[src/hw/rtl/stwbm_pkg.sv]
package stwbm_pkg;

    localparam int STWBM_RESET_CLOCKS = 9;

    localparam int APB_ADDR_W = 5;
    localparam int APB_DATA_W = 32;

    // Configuration register indexes (byte address is four times the index).
    localparam logic [2:0] REG_HALF_PERIOD  = 3'd0;
    localparam logic [2:0] REG_WAIT_TIMEOUT = 3'd1;
    localparam logic [2:0] REG_CMD_TEMP     = 3'd2;
    localparam logic [2:0] REG_CMD_HUMID    = 3'd3;
    localparam logic [2:0] REG_CMD_STAT_WR  = 3'd4;
    localparam logic [2:0] REG_CMD_STAT_RD  = 3'd5;
    localparam logic [2:0] REG_CMD_SOFT_RST = 3'd6;

    // Action codes carried by a request.
    localparam logic [2:0] ACT_TEMP       = 3'd0;
    localparam logic [2:0] ACT_HUMID      = 3'd1;
    localparam logic [2:0] ACT_STAT_WRITE = 3'd2;
    localparam logic [2:0] ACT_STAT_READ  = 3'd3;
    localparam logic [2:0] ACT_SOFT_RESET = 3'd4;
    localparam logic [2:0] ACT_LINK_RESET = 3'd5;

    typedef enum logic [4:0] {
        PH_IDLE,
        PH_CR_HI,
        PH_CR_LO,
        PH_ST0,
        PH_ST1,
        PH_ST2,
        PH_ST3,
        PH_ST4,
        PH_ST5,
        PH_ST6,
        PH_WR_LO,
        PH_WR_HI,
        PH_ACK_LO,
        PH_ACK_HI,
        PH_WAIT,
        PH_RD_LO,
        PH_RD_HI,
        PH_RA_LO,
        PH_RA_HI
    } phase_t;

    typedef struct packed {
        logic [15:0] half_period_ticks;
        logic [23:0] wait_timeout_ticks;
        logic [7:0]  cmd_measure_temp;
        logic [7:0]  cmd_measure_humid;
        logic [7:0]  cmd_status_write;
        logic [7:0]  cmd_status_read;
        logic [7:0]  cmd_soft_reset;
    } cfg_t;

    typedef struct packed {
        logic       request;
        logic [2:0] action;
        logic [7:0] tx_byte;
        logic       data_line_in;
    } in_t;

    typedef struct packed {
        logic        sck_level;
        logic        data_pull_low;
        logic        busy_res;
        logic        done_res;
        logic        ack_missing;
        logic        ready_timeout;
        logic [15:0] measured_word;
        logic [7:0]  checksum_byte;
        logic [7:0]  status_byte;
    } out_t;

endpackage

[src/hw/rtl/sensor_two_wire_bus_master.sv]
// A tick accepted on the input is held in the input register and written to the result
// register once the result register is empty or being read.
// Throughput: one tick per cycle while the result is not stalled; the whole bus step
// for a tick is one pass of the sequencer logic between the input and result registers.
// Reset: rst_n clears the sequencer to idle, all counters and flags to zero, and
// the configuration registers to their documented defaults.
module sensor_two_wire_bus_master
    import stwbm_pkg::*;
#(
    parameter int RESET_CLOCKS = STWBM_RESET_CLOCKS
)
(
    input  logic                  clk,
    input  logic                  rst_n,
    input  logic                  in_valid,
    output logic                  in_stall,
    input  in_t                   in_data,
    output logic                  out_valid,
    input  logic                  out_stall,
    output out_t                  out_data,
    input  logic                  psel,
    input  logic                  penable,
    input  logic                  pwrite,
    input  logic [APB_ADDR_W-1:0] paddr,
    input  logic [APB_DATA_W-1:0] pwdata,
    output logic [APB_DATA_W-1:0] prdata,
    output logic                  pready
);

    cfg_t cfg;
    in_t  in_data_reg;
    logic in_valid_reg;
    out_t out_data_reg;
    logic out_valid_reg;
    out_t res;
    logic advance;
    logic fire;

    // The result register can take a new value when it is empty or being read.
    assign advance   = !out_valid_reg || !out_stall;
    assign fire      = in_valid_reg && advance;
    assign in_stall  = in_valid_reg && !advance;
    assign out_valid = out_valid_reg;
    assign out_data  = out_data_reg;

    stwbm_regs u_regs (
        .clk     (clk),
        .rst_n   (rst_n),
        .psel    (psel),
        .penable (penable),
        .pwrite  (pwrite),
        .paddr   (paddr),
        .pwdata  (pwdata),
        .prdata  (prdata),
        .pready  (pready),
        .cfg     (cfg)
    );

    stwbm_core #(
        .RESET_CLOCKS (RESET_CLOCKS)
    ) u_core (
        .clk   (clk),
        .rst_n (rst_n),
        .cfg   (cfg),
        .fire  (fire),
        .item  (in_data_reg),
        .res   (res)
    );

    always_ff @(posedge clk or negedge rst_n)
    begin
        if (!rst_n)
        begin
            in_valid_reg  <= 1'b0;
            out_valid_reg <= 1'b0;
        end
        else
        begin
            if (!in_stall)
            begin
                in_valid_reg <= in_valid;
            end
            if (advance)
            begin
                out_valid_reg <= in_valid_reg;
            end
        end
    end

    always_ff @(posedge clk)
    begin
        if (in_valid && !in_stall)
        begin
            in_data_reg <= in_data;
        end
        if (fire)
        begin
            out_data_reg <= res;
        end
    end

endmodule

[src/hw/rtl/stwbm_regs.sv]
module stwbm_regs
    import stwbm_pkg::*;
(
    input  logic                  clk,
    input  logic                  rst_n,
    input  logic                  psel,
    input  logic                  penable,
    input  logic                  pwrite,
    input  logic [APB_ADDR_W-1:0] paddr,
    input  logic [APB_DATA_W-1:0] pwdata,
    output logic [APB_DATA_W-1:0] prdata,
    output logic                  pready,
    output cfg_t                  cfg
);

    cfg_t       cfg_reg;
    logic [2:0] reg_idx;
    logic       wr_en;

    assign reg_idx = paddr[4:2];
    assign wr_en   = psel && penable && pwrite;
    assign pready  = 1'b1;
    assign cfg     = cfg_reg;

    always_ff @(posedge clk or negedge rst_n)
    begin
        if (!rst_n)
        begin
            cfg_reg.half_period_ticks  <= 16'd4;
            cfg_reg.wait_timeout_ticks <= 24'd1000000;
            cfg_reg.cmd_measure_temp   <= 8'd3;
            cfg_reg.cmd_measure_humid  <= 8'd5;
            cfg_reg.cmd_status_write   <= 8'd6;
            cfg_reg.cmd_status_read    <= 8'd7;
            cfg_reg.cmd_soft_reset     <= 8'd30;
        end
        else if (wr_en)
        begin
            case (reg_idx)
                REG_HALF_PERIOD:  cfg_reg.half_period_ticks  <= pwdata[15:0];
                REG_WAIT_TIMEOUT: cfg_reg.wait_timeout_ticks <= pwdata[23:0];
                REG_CMD_TEMP:     cfg_reg.cmd_measure_temp   <= pwdata[7:0];
                REG_CMD_HUMID:    cfg_reg.cmd_measure_humid  <= pwdata[7:0];
                REG_CMD_STAT_WR:  cfg_reg.cmd_status_write   <= pwdata[7:0];
                REG_CMD_STAT_RD:  cfg_reg.cmd_status_read    <= pwdata[7:0];
                REG_CMD_SOFT_RST: cfg_reg.cmd_soft_reset     <= pwdata[7:0];
                default:          ;
            endcase
        end
    end

    always_comb
    begin
        case (reg_idx)
            REG_HALF_PERIOD:  prdata = {16'd0, cfg_reg.half_period_ticks};
            REG_WAIT_TIMEOUT: prdata = {8'd0, cfg_reg.wait_timeout_ticks};
            REG_CMD_TEMP:     prdata = {24'd0, cfg_reg.cmd_measure_temp};
            REG_CMD_HUMID:    prdata = {24'd0, cfg_reg.cmd_measure_humid};
            REG_CMD_STAT_WR:  prdata = {24'd0, cfg_reg.cmd_status_write};
            REG_CMD_STAT_RD:  prdata = {24'd0, cfg_reg.cmd_status_read};
            REG_CMD_SOFT_RST: prdata = {24'd0, cfg_reg.cmd_soft_reset};
            default:          prdata = '0;
        endcase
    end

endmodule

[src/hw/rtl/stwbm_core.sv]
module stwbm_core
    import stwbm_pkg::*;
#(
    parameter int RESET_CLOCKS = STWBM_RESET_CLOCKS
)
(
    input  logic clk,
    input  logic rst_n,
    input  cfg_t cfg,
    input  logic fire,
    input  in_t  item,
    output out_t res
);

    localparam int BitCntW = ($clog2(RESET_CLOCKS) > 4) ? $clog2(RESET_CLOCKS) : 4;

    phase_t               phase_reg, phase_next;
    logic [15:0]          tdiv_reg, tdiv_next;
    logic [BitCntW-1:0]   bitcnt_reg, bitcnt_next;
    logic [1:0]           bytecnt_reg, bytecnt_next;
    logic [7:0]           shifter_reg, shifter_next;
    logic [23:0]          wait_cnt_reg, wait_cnt_next;
    logic [15:0]          word_reg, word_next;
    logic [1:0]           err_reg, err_next;
    logic [2:0]           action_reg, action_next;
    logic                 done;

    logic [15:0]          hp;
    logic [23:0]          to;
    logic [16:0]          tsum;
    logic [24:0]          wsum;
    logic [BitCntW:0]     bsum;
    logic [1:0]           last_read;
    logic                 more_reads;
    logic [7:0]           command;
    logic                 sck;
    logic                 pull;
    logic                 is_meas;
    logic                 is_sread;

    // A zero half period or timeout behaves as one tick.
    assign hp   = (cfg.half_period_ticks == '0) ? 16'd1 : cfg.half_period_ticks;
    assign to   = (cfg.wait_timeout_ticks == '0) ? 24'd1 : cfg.wait_timeout_ticks;
    assign tsum = {1'b0, tdiv_reg} + 17'd1;
    assign wsum = {1'b0, wait_cnt_reg} + 25'd1;
    assign bsum = {1'b0, bitcnt_reg} + {{BitCntW{1'b0}}, 1'b1};

    assign is_meas    = (action_reg == ACT_TEMP) || (action_reg == ACT_HUMID);
    assign is_sread   = (action_reg == ACT_STAT_READ);
    assign last_read  = is_sread ? 2'd1 : 2'd2;
    assign more_reads = bytecnt_reg < last_read;

    always_comb
    begin
        case (action_reg)
            ACT_TEMP:       command = cfg.cmd_measure_temp;
            ACT_HUMID:      command = cfg.cmd_measure_humid;
            ACT_STAT_WRITE: command = cfg.cmd_status_write;
            ACT_STAT_READ:  command = cfg.cmd_status_read;
            default:        command = cfg.cmd_soft_reset;
        endcase
    end

    // Pin levels of the current slot.
    always_comb
    begin
        sck  = 1'b0;
        pull = 1'b0;
        case (phase_reg)
            PH_CR_HI, PH_ST1, PH_ST5, PH_ACK_HI, PH_RD_HI: sck = 1'b1;
            PH_ST2, PH_ST4:
            begin
                sck  = 1'b1;
                pull = 1'b1;
            end
            PH_ST3:   pull = 1'b1;
            PH_WR_LO: pull = ~shifter_reg[7];
            PH_WR_HI:
            begin
                sck  = 1'b1;
                pull = ~shifter_reg[7];
            end
            PH_RA_LO: pull = more_reads;
            PH_RA_HI:
            begin
                sck  = 1'b1;
                pull = more_reads;
            end
            default:  ;
        endcase
    end

    always_comb
    begin
        phase_next    = phase_reg;
        tdiv_next     = tdiv_reg;
        bitcnt_next   = bitcnt_reg;
        bytecnt_next  = bytecnt_reg;
        shifter_next  = shifter_reg;
        wait_cnt_next = wait_cnt_reg;
        word_next     = word_reg;
        err_next      = err_reg;
        action_next   = action_reg;
        done          = 1'b0;

        if (phase_reg == PH_IDLE)
        begin
            if (item.request && (item.action <= ACT_LINK_RESET))
            begin
                action_next   = item.action;
                err_next      = '0;
                tdiv_next     = '0;
                bitcnt_next   = '0;
                bytecnt_next  = '0;
                wait_cnt_next = '0;
                shifter_next  = '0;
                word_next     = (item.action == ACT_STAT_WRITE) ? {8'd0, item.tx_byte} : 16'd0;
                phase_next    = (item.action >= ACT_SOFT_RESET) ? PH_CR_HI : PH_ST0;
            end
        end
        else if (phase_reg == PH_WAIT)
        begin
            // The ready wait counts ticks, not slots.
            if (!item.data_line_in || (wsum >= {1'b0, to}))
            begin
                if (item.data_line_in)
                begin
                    err_next[1] = 1'b1;
                end
                wait_cnt_next = '0;
                bytecnt_next  = '0;
                bitcnt_next   = '0;
                tdiv_next     = '0;
                phase_next    = PH_RD_LO;
            end
            else
            begin
                wait_cnt_next = wsum[23:0];
            end
        end
        else if (tsum < {1'b0, hp})
        begin
            tdiv_next = tsum[15:0];
        end
        else
        begin
            tdiv_next = '0;
            case (phase_reg)
                PH_CR_HI: phase_next = PH_CR_LO;
                PH_CR_LO:
                begin
                    if (bsum >= (BitCntW+1)'(RESET_CLOCKS))
                    begin
                        bitcnt_next = '0;
                        phase_next  = PH_ST0;
                    end
                    else
                    begin
                        bitcnt_next = bsum[BitCntW-1:0];
                        phase_next  = PH_CR_HI;
                    end
                end
                PH_ST0: phase_next = PH_ST1;
                PH_ST1: phase_next = PH_ST2;
                PH_ST2: phase_next = PH_ST3;
                PH_ST3: phase_next = PH_ST4;
                PH_ST4: phase_next = PH_ST5;
                PH_ST5: phase_next = PH_ST6;
                PH_ST6:
                begin
                    if (action_reg == ACT_LINK_RESET)
                    begin
                        phase_next = PH_IDLE;
                        done       = 1'b1;
                    end
                    else
                    begin
                        shifter_next = command;
                        bitcnt_next  = '0;
                        phase_next   = PH_WR_LO;
                    end
                end
                PH_WR_LO: phase_next = PH_WR_HI;
                PH_WR_HI:
                begin
                    shifter_next = {shifter_reg[6:0], 1'b0};
                    if (bsum >= (BitCntW+1)'(8))
                    begin
                        bitcnt_next = '0;
                        phase_next  = PH_ACK_LO;
                    end
                    else
                    begin
                        bitcnt_next = bsum[BitCntW-1:0];
                        phase_next  = PH_WR_LO;
                    end
                end
                PH_ACK_LO: phase_next = PH_ACK_HI;
                PH_ACK_HI:
                begin
                    if (item.data_line_in)
                    begin
                        err_next[0] = 1'b1;
                    end
                    if ((action_reg == ACT_STAT_WRITE) && (bytecnt_reg == 2'd0))
                    begin
                        bytecnt_next = 2'd1;
                        shifter_next = word_reg[7:0];
                        bitcnt_next  = '0;
                        phase_next   = PH_WR_LO;
                    end
                    else if (is_meas)
                    begin
                        wait_cnt_next = '0;
                        phase_next    = PH_WAIT;
                    end
                    else if (is_sread)
                    begin
                        bytecnt_next = '0;
                        bitcnt_next  = '0;
                        phase_next   = PH_RD_LO;
                    end
                    else
                    begin
                        phase_next = PH_IDLE;
                        done       = 1'b1;
                    end
                end
                PH_RD_LO: phase_next = PH_RD_HI;
                PH_RD_HI:
                begin
                    shifter_next = {shifter_reg[6:0], item.data_line_in};
                    if (bsum >= (BitCntW+1)'(8))
                    begin
                        bitcnt_next = '0;
                        phase_next  = PH_RA_LO;
                    end
                    else
                    begin
                        bitcnt_next = bsum[BitCntW-1:0];
                        phase_next  = PH_RD_LO;
                    end
                end
                PH_RA_LO: phase_next = PH_RA_HI;
                PH_RA_HI:
                begin
                    if (more_reads)
                    begin
                        if (is_sread)
                        begin
                            word_next = {8'd0, shifter_reg};
                        end
                        else if (bytecnt_reg == 2'd0)
                        begin
                            word_next = {shifter_reg, 8'd0};
                        end
                        else
                        begin
                            word_next = word_reg | {8'd0, shifter_reg};
                        end
                        bytecnt_next = bytecnt_reg + 2'd1;
                        phase_next   = PH_RD_LO;
                    end
                    else
                    begin
                        phase_next = PH_IDLE;
                        done       = 1'b1;
                    end
                end
                default: phase_next = PH_IDLE;
            endcase
        end
    end

    // A finishing slot leaves the word and shift registers untouched, so the
    // result fields come from their present contents.
    always_comb
    begin
        res.sck_level     = sck;
        res.data_pull_low = pull;
        res.busy_res      = (phase_reg != PH_IDLE);
        res.done_res      = done;
        res.ack_missing   = err_next[0];
        res.ready_timeout = err_next[1];
        res.measured_word = (done && is_meas) ? word_reg : 16'd0;
        res.checksum_byte = (done && (is_meas || is_sread)) ? shifter_reg : 8'd0;
        res.status_byte   = (done && is_sread) ? word_reg[7:0] : 8'd0;
    end

    always_ff @(posedge clk or negedge rst_n)
    begin
        if (!rst_n)
        begin
            phase_reg    <= PH_IDLE;
            tdiv_reg     <= '0;
            bitcnt_reg   <= '0;
            bytecnt_reg  <= '0;
            shifter_reg  <= '0;
            wait_cnt_reg <= '0;
            word_reg     <= '0;
            err_reg      <= '0;
            action_reg   <= ACT_TEMP;
        end
        else if (fire)
        begin
            phase_reg    <= phase_next;
            tdiv_reg     <= tdiv_next;
            bitcnt_reg   <= bitcnt_next;
            bytecnt_reg  <= bytecnt_next;
            shifter_reg  <= shifter_next;
            wait_cnt_reg <= wait_cnt_next;
            word_reg     <= word_next;
            err_reg      <= err_next;
            action_reg   <= action_next;
        end
    end

    // A finished transaction always returns the sequencer to idle.
    a_done_idle: assert property (@(posedge clk) disable iff (!rst_n)
        (fire && done) |=> (phase_reg == PH_IDLE))
        else $error("sequencer not idle after done");

    // The slot divider never passes the half period while busy.
    a_tdiv_range: assert property (@(posedge clk) disable iff (!rst_n)
        (phase_reg != PH_IDLE) |-> (tdiv_reg < hp))
        else $error("tick divider out of range");

    // Bit counter stays inside a byte during byte transfers.
    a_bitcnt_range: assert property (@(posedge clk) disable iff (!rst_n)
        ((phase_reg == PH_WR_LO) || (phase_reg == PH_WR_HI) ||
         (phase_reg == PH_RD_LO) || (phase_reg == PH_RD_HI))
        |-> (bitcnt_reg < BitCntW'(8)))
        else $error("bit counter out of range");

    // Error flags only change on a fired tick.
    a_err_hold: assert property (@(posedge clk) disable iff (!rst_n)
        !fire |=> $stable(err_reg))
        else $error("error flags changed without a tick");

endmodule

[config.mk]
export PLATFORM = sky130hd
export DESIGN_NAME = sensor_two_wire_bus_master
export DESIGN_NICKNAME = d
export VERILOG_FILES = /design/src/hw/rtl/stwbm_pkg.sv /design/src/hw/rtl/sensor_two_wire_bus_master.sv /design/src/hw/rtl/stwbm_regs.sv /design/src/hw/rtl/stwbm_core.sv
export SDC_FILE = /design/constraint.sdc
export NUM_CORES = 1
export LEC_CHECK = 0
export BUFFER_PORTS_ARGS = -buffer_cell sky130_fd_sc_hd__buf_2
export CAP_MARGIN = 20
export CORE_ASPECT_RATIO = 2
export CORE_UTILIZATION = 50
export CTS_BUF_LIST = sky130_fd_sc_hd__clkbuf_8
export CTS_CLUSTER_DIAMETER = 120
export CTS_CLUSTER_SIZE = 8
export DETAILED_ROUTE_END_ITERATION = 10
export PLACE_DENSITY = 0.72
export SYNTH_ARGS = -nofsm -noshare
export SYNTH_HDL_FRONTEND = slang
export SYNTH_HIERARCHICAL = 1
export SYNTH_SLANG_ARGS = --single-unit
[constraint.sdc]
create_clock -name clk -period 6.5 [get_ports clk]
set_input_delay 1.95 -clock clk [delete_from_list [all_inputs] [get_ports clk]]
set_output_delay 1.95 -clock clk [all_outputs]
set_load 0.03 [all_outputs]
==> summary.md <==
### Route
• 9 — number of search-and-repair iterations in the first detailed-routing pass
• 8946 — vias after detailed routing
• 556 — number of design-rule violations left by the first detailed-router iteration
• 5.992 — via density per instance
• 29.72 mm — Post-Route WL
• 0 — Post-DRT Antenna Nets
• 7 — DRC viols
• 19.91 um — average routed wire per standard cell

### Worst setup path
• 21 — Max Fanout on Critical Path
• input port to output port — type of the worst setup path
• 3 — Bufs and invs on worst path
• sky130_fd_sc_hd__buf_2 — crit-path most repeated cell
• sky130_fd_sc_hd__mux2_2 — Max stage delay cell, worst path
• buf_2 > buf_4 > mux2_2 > a21oi_1 > o211ai_1 > buf_2 — cell chain of the critical path
• 3.55 ns — crit path DAT
• input port — critical path launch point type
• 1.49 ns — register-to-register setup slack
• 4.55 ns — data required time at the worst endpoint
• 0.37 ns — delay contributed by the slowest stage of the critical path
• buffers and inverters — critical path's top delay family
• output port — Worst Setup End Kind

### Layout
• 0 — number of diodes
• 2051 — Fillers
• 80 — max reg flops
• 1284 — Layout Nets
• 10.33% — signed area change from the synthesized netlist to the final layout
• 26.62% — fraction of layout instances using a drive strength above 1

### Yosys
• 11.15 um^2 — post-synthesis average cell area
• 213 — number of storage elements in the synthesis netlist
• 80 — number of distinct library cells after synthesis
• 4.676% — adder-cell share of the synthesized area
• 46.61% — part of the Yosys area used for sequential elements
• 14.44% — compound-cell area share of the yosys netlist
• simple AND/OR/NAND/NOR gates — largest family of logic cells by synthesized area
• 51 — Post-synth EDFFs
• 12040 um^2 — Mapped Area
• 2.473% — post-synthesis xor/xnor area fraction
• sky130_fd_sc_hd__dfrtp_1 — most instantiated flip-flop cell in the synthesis netlist
• 76.06% — post-synthesis async set-or-reset flop share
• 1080 — number of instances in the synthesized netlist
• 11.97% — portion of netlist area occupied by mux cells
• 6 — synthesis warning total
• 15.39% — area fraction in and, or, nand and nor cells after synthesis

### Power and ir drop
• 4192 uW — sum of internal, switching and leakage power
• 161.8 uV — peak supply drop
• 38.00% — switching part of the total
• 45.9% — Flop pwr share
• 1593 uW — switching power
• 22.5% — Clock power frac
• 315.6 nW/um^2 — PD cells
• 0.005988 uW — leakage
• 2599 uW — Pint
• 31.6% — share of total power in combinational logic

### Timing
• 0 — count of endpoints failing setup in the final report
• 0.1819 GHz — f_max
• 0.04289 ns — Worst Clk Skew
• 0 — final number of max-transition violations
• 84.58% — share of the cycle needed by the critical path after routing
• no — setup repair after global routing missed its margin
• 0 — hold violation count in the final report
• 5.498 ns — clock period minus final worst setup slack
• 1.084 ns — slew at the pin closest to its max-slew limit
• 0 ns — aggregate negative setup slack
• 27.42% — Slew headroom

### Clock tree
• 0.06 ns — clock slew at reported path FFs
• 0 — post-CTS sizing
• 0 — post-CTS setup buffer count
• 3 — clk buf depth
• 1 — count of H-tree levels built during CTS
• 0 — Hold Buf Count CTS
• sky130_fd_sc_hd__clkbuf_8 — root cell of the clock tree
• 213 — clock sink count
• 30 — Num CTS Buffers
• 0.61 ns — Clk Latency, worst-skew pair
• done — clock tree from TritonCTS

### Die
• 50.75% — Starting Density
• 24740 um^2 — DIE AREA
• 80 — number of placement rows
• 23720 um^2 — placeable core area
• 130 — io pins
• 221.5 um — vertical die dimension
• 111.7 um — Die Span X

### Status
• design-rule violations — violations in the final reports
• finished with violations — outcome

### Global routing
• 47.32 mm — wire length of the first global-routing pass
• 96 — largest net degree at the start of global routing
• 0 — number of antenna violations at the first check in global routing
• 0 — total congestion overflow after global routing
• 9144 — vias in the first global route
• 24.33% — global router's overall resource usage

### Run
• 0 — max-cap viol count

### Placed design
• 110 — number of port buffers
• 22.23 mm — HPWL Detailed
• 0.9112 — routability cong.

### Min path
• register to register — class of the tightest hold or removal check

-- worst paths after layout --
path | from | end | cells after the start
setup reg to reg | u_core/wait_cnt_reg[0] | u_core/bitcnt_reg[3] | 15
max in group asynchronous | rst_n | u_regs/cfg[24] | 2
min in group asynchronous | rst_n | u_core/tdiv_reg[13] | 1
hold reg to reg | u_core/word_reg[14] | u_core/word_reg[14] | 1
setup / recovery | paddr[4] | prdata[4] | 6
hold / removal | u_core/word_reg[14] | u_core/word_reg[14] | 1
-- layer usage --
layer / global-route usage, % / vias up / part of all wire (%)
li1: - / 4198 / -
met1: 24.35 / 4405 / 34
met2: 46.28 / 248 / 55
met3: 2.794 / 95 / 3.7
met4: 16.04 / 0 / 6.7
met5: 0 / - / 0
-- layout make-up --
class	count	area, um^2	share of cell area (%)
Timing Repair Buffer	122	644.4	4.851
Clock buffer	30	412.9	3.108
Clock inverter	26	111.4	0.8383
Inverter	54	205.2	1.545
Multi-Input combinational cell	761	5939	44.71
Tap cell	287	359.1	2.703
Sequential cell	213	5612	42.24
-- cells in the final DEF (no fill, tap or decap), drive strengths merged, types with 17 or more instances in the layout --
master,synthesis,routed
dfrtp,141,141
buf,41,122
mux2,96,96
inv,54,78
nand2,62,62
nor2,54,54
edfxtp,51,51
ha,45,45
and2,44,44
o21ai,44,44
a21oi,38,38
a22o,38,38
clkbuf,18,30
nand3,28,28
nor3,26,26
xnor2,23,23
dfstp,21,21
a32o,20,20
mux2i,18,18
nor2b,17,17
-- synthesized netlist by cell type, types with 14 or more instances --
library cell | count | area (um^2)
sky130_fd_sc_hd__dfrtp_1 | 141 | 3528
sky130_fd_sc_hd__mux2_2 | 96 | 1081
sky130_fd_sc_hd__nand2_1 | 60 | 225.2
sky130_fd_sc_hd__inv_1 | 53 | 198.9
sky130_fd_sc_hd__edfxtp_1 | 51 | 1531
sky130_fd_sc_hd__nor2_1 | 47 | 176.4
sky130_fd_sc_hd__ha_1 | 45 | 563.0
sky130_fd_sc_hd__and2_1 | 44 | 275.3
sky130_fd_sc_hd__o21ai_0 | 41 | 205.2
sky130_fd_sc_hd__a21oi_1 | 38 | 190.2
sky130_fd_sc_hd__a22o_1 | 38 | 332.8
sky130_fd_sc_hd__nand3_1 | 26 | 130.1
sky130_fd_sc_hd__xnor2_1 | 23 | 201.4
sky130_fd_sc_hd__dfstp_2 | 21 | 551.8
sky130_fd_sc_hd__a32o_1 | 20 | 200.2
sky130_fd_sc_hd__nor3_1 | 19 | 95.09
sky130_fd_sc_hd__clkbuf_1 | 18 | 67.56
sky130_fd_sc_hd__mux2i_1 | 18 | 180.2
sky130_fd_sc_hd__buf_2 | 17 | 85.08
sky130_fd_sc_hd__buf_4 | 17 | 127.6
sky130_fd_sc_hd__nor2b_1 | 16 | 100.1
sky130_fd_sc_hd__nand2b_1 | 14 | 87.58
-- power groups by stage --
stage               Sequential [uW]  Clock (uW)  Combinational (uW)
floorplan                      1800           0                1080
global placement               1940           0                1280
detailed placement             1950           0                1320
CTS                            1920         973                1330
global route                   1960        1020                1460
finish                         1930         944                1320
-- per-stage QoR --
step | area (um^2) | hold slack [ns] | util [%] | std cells | setup WS, ns
floorplan | 12070 | 0.4495 | - | 1087 | 1.199
global placement | 12750 | 0.4744 | 53.77 | 1436 | 1.065
detailed placement | 12760 | 0.4860 | 53.79 | 1437 | 1.037
CTS | 13280 | 0.5017 | 56.00 | 1493 | 1.035
global route | 13280 | 0.5113 | 56.00 | 1493 | 0.9287
finish | 13280 | 0.4994 | 56.00 | 1493 | 1.002
-- cell families after synthesis --
| family | count (synthesis) |
|---|---|
| other cells | 2 |
| simple gates | 319 |
| flops | 213 |
| buf+inv | 113 |
| fa+ha+maj | 45 |
| xor+xnor | 34 |
| mux | 122 |
| compound gates | 232 |
Note: power is estimated with default switching activity, not from simulation.
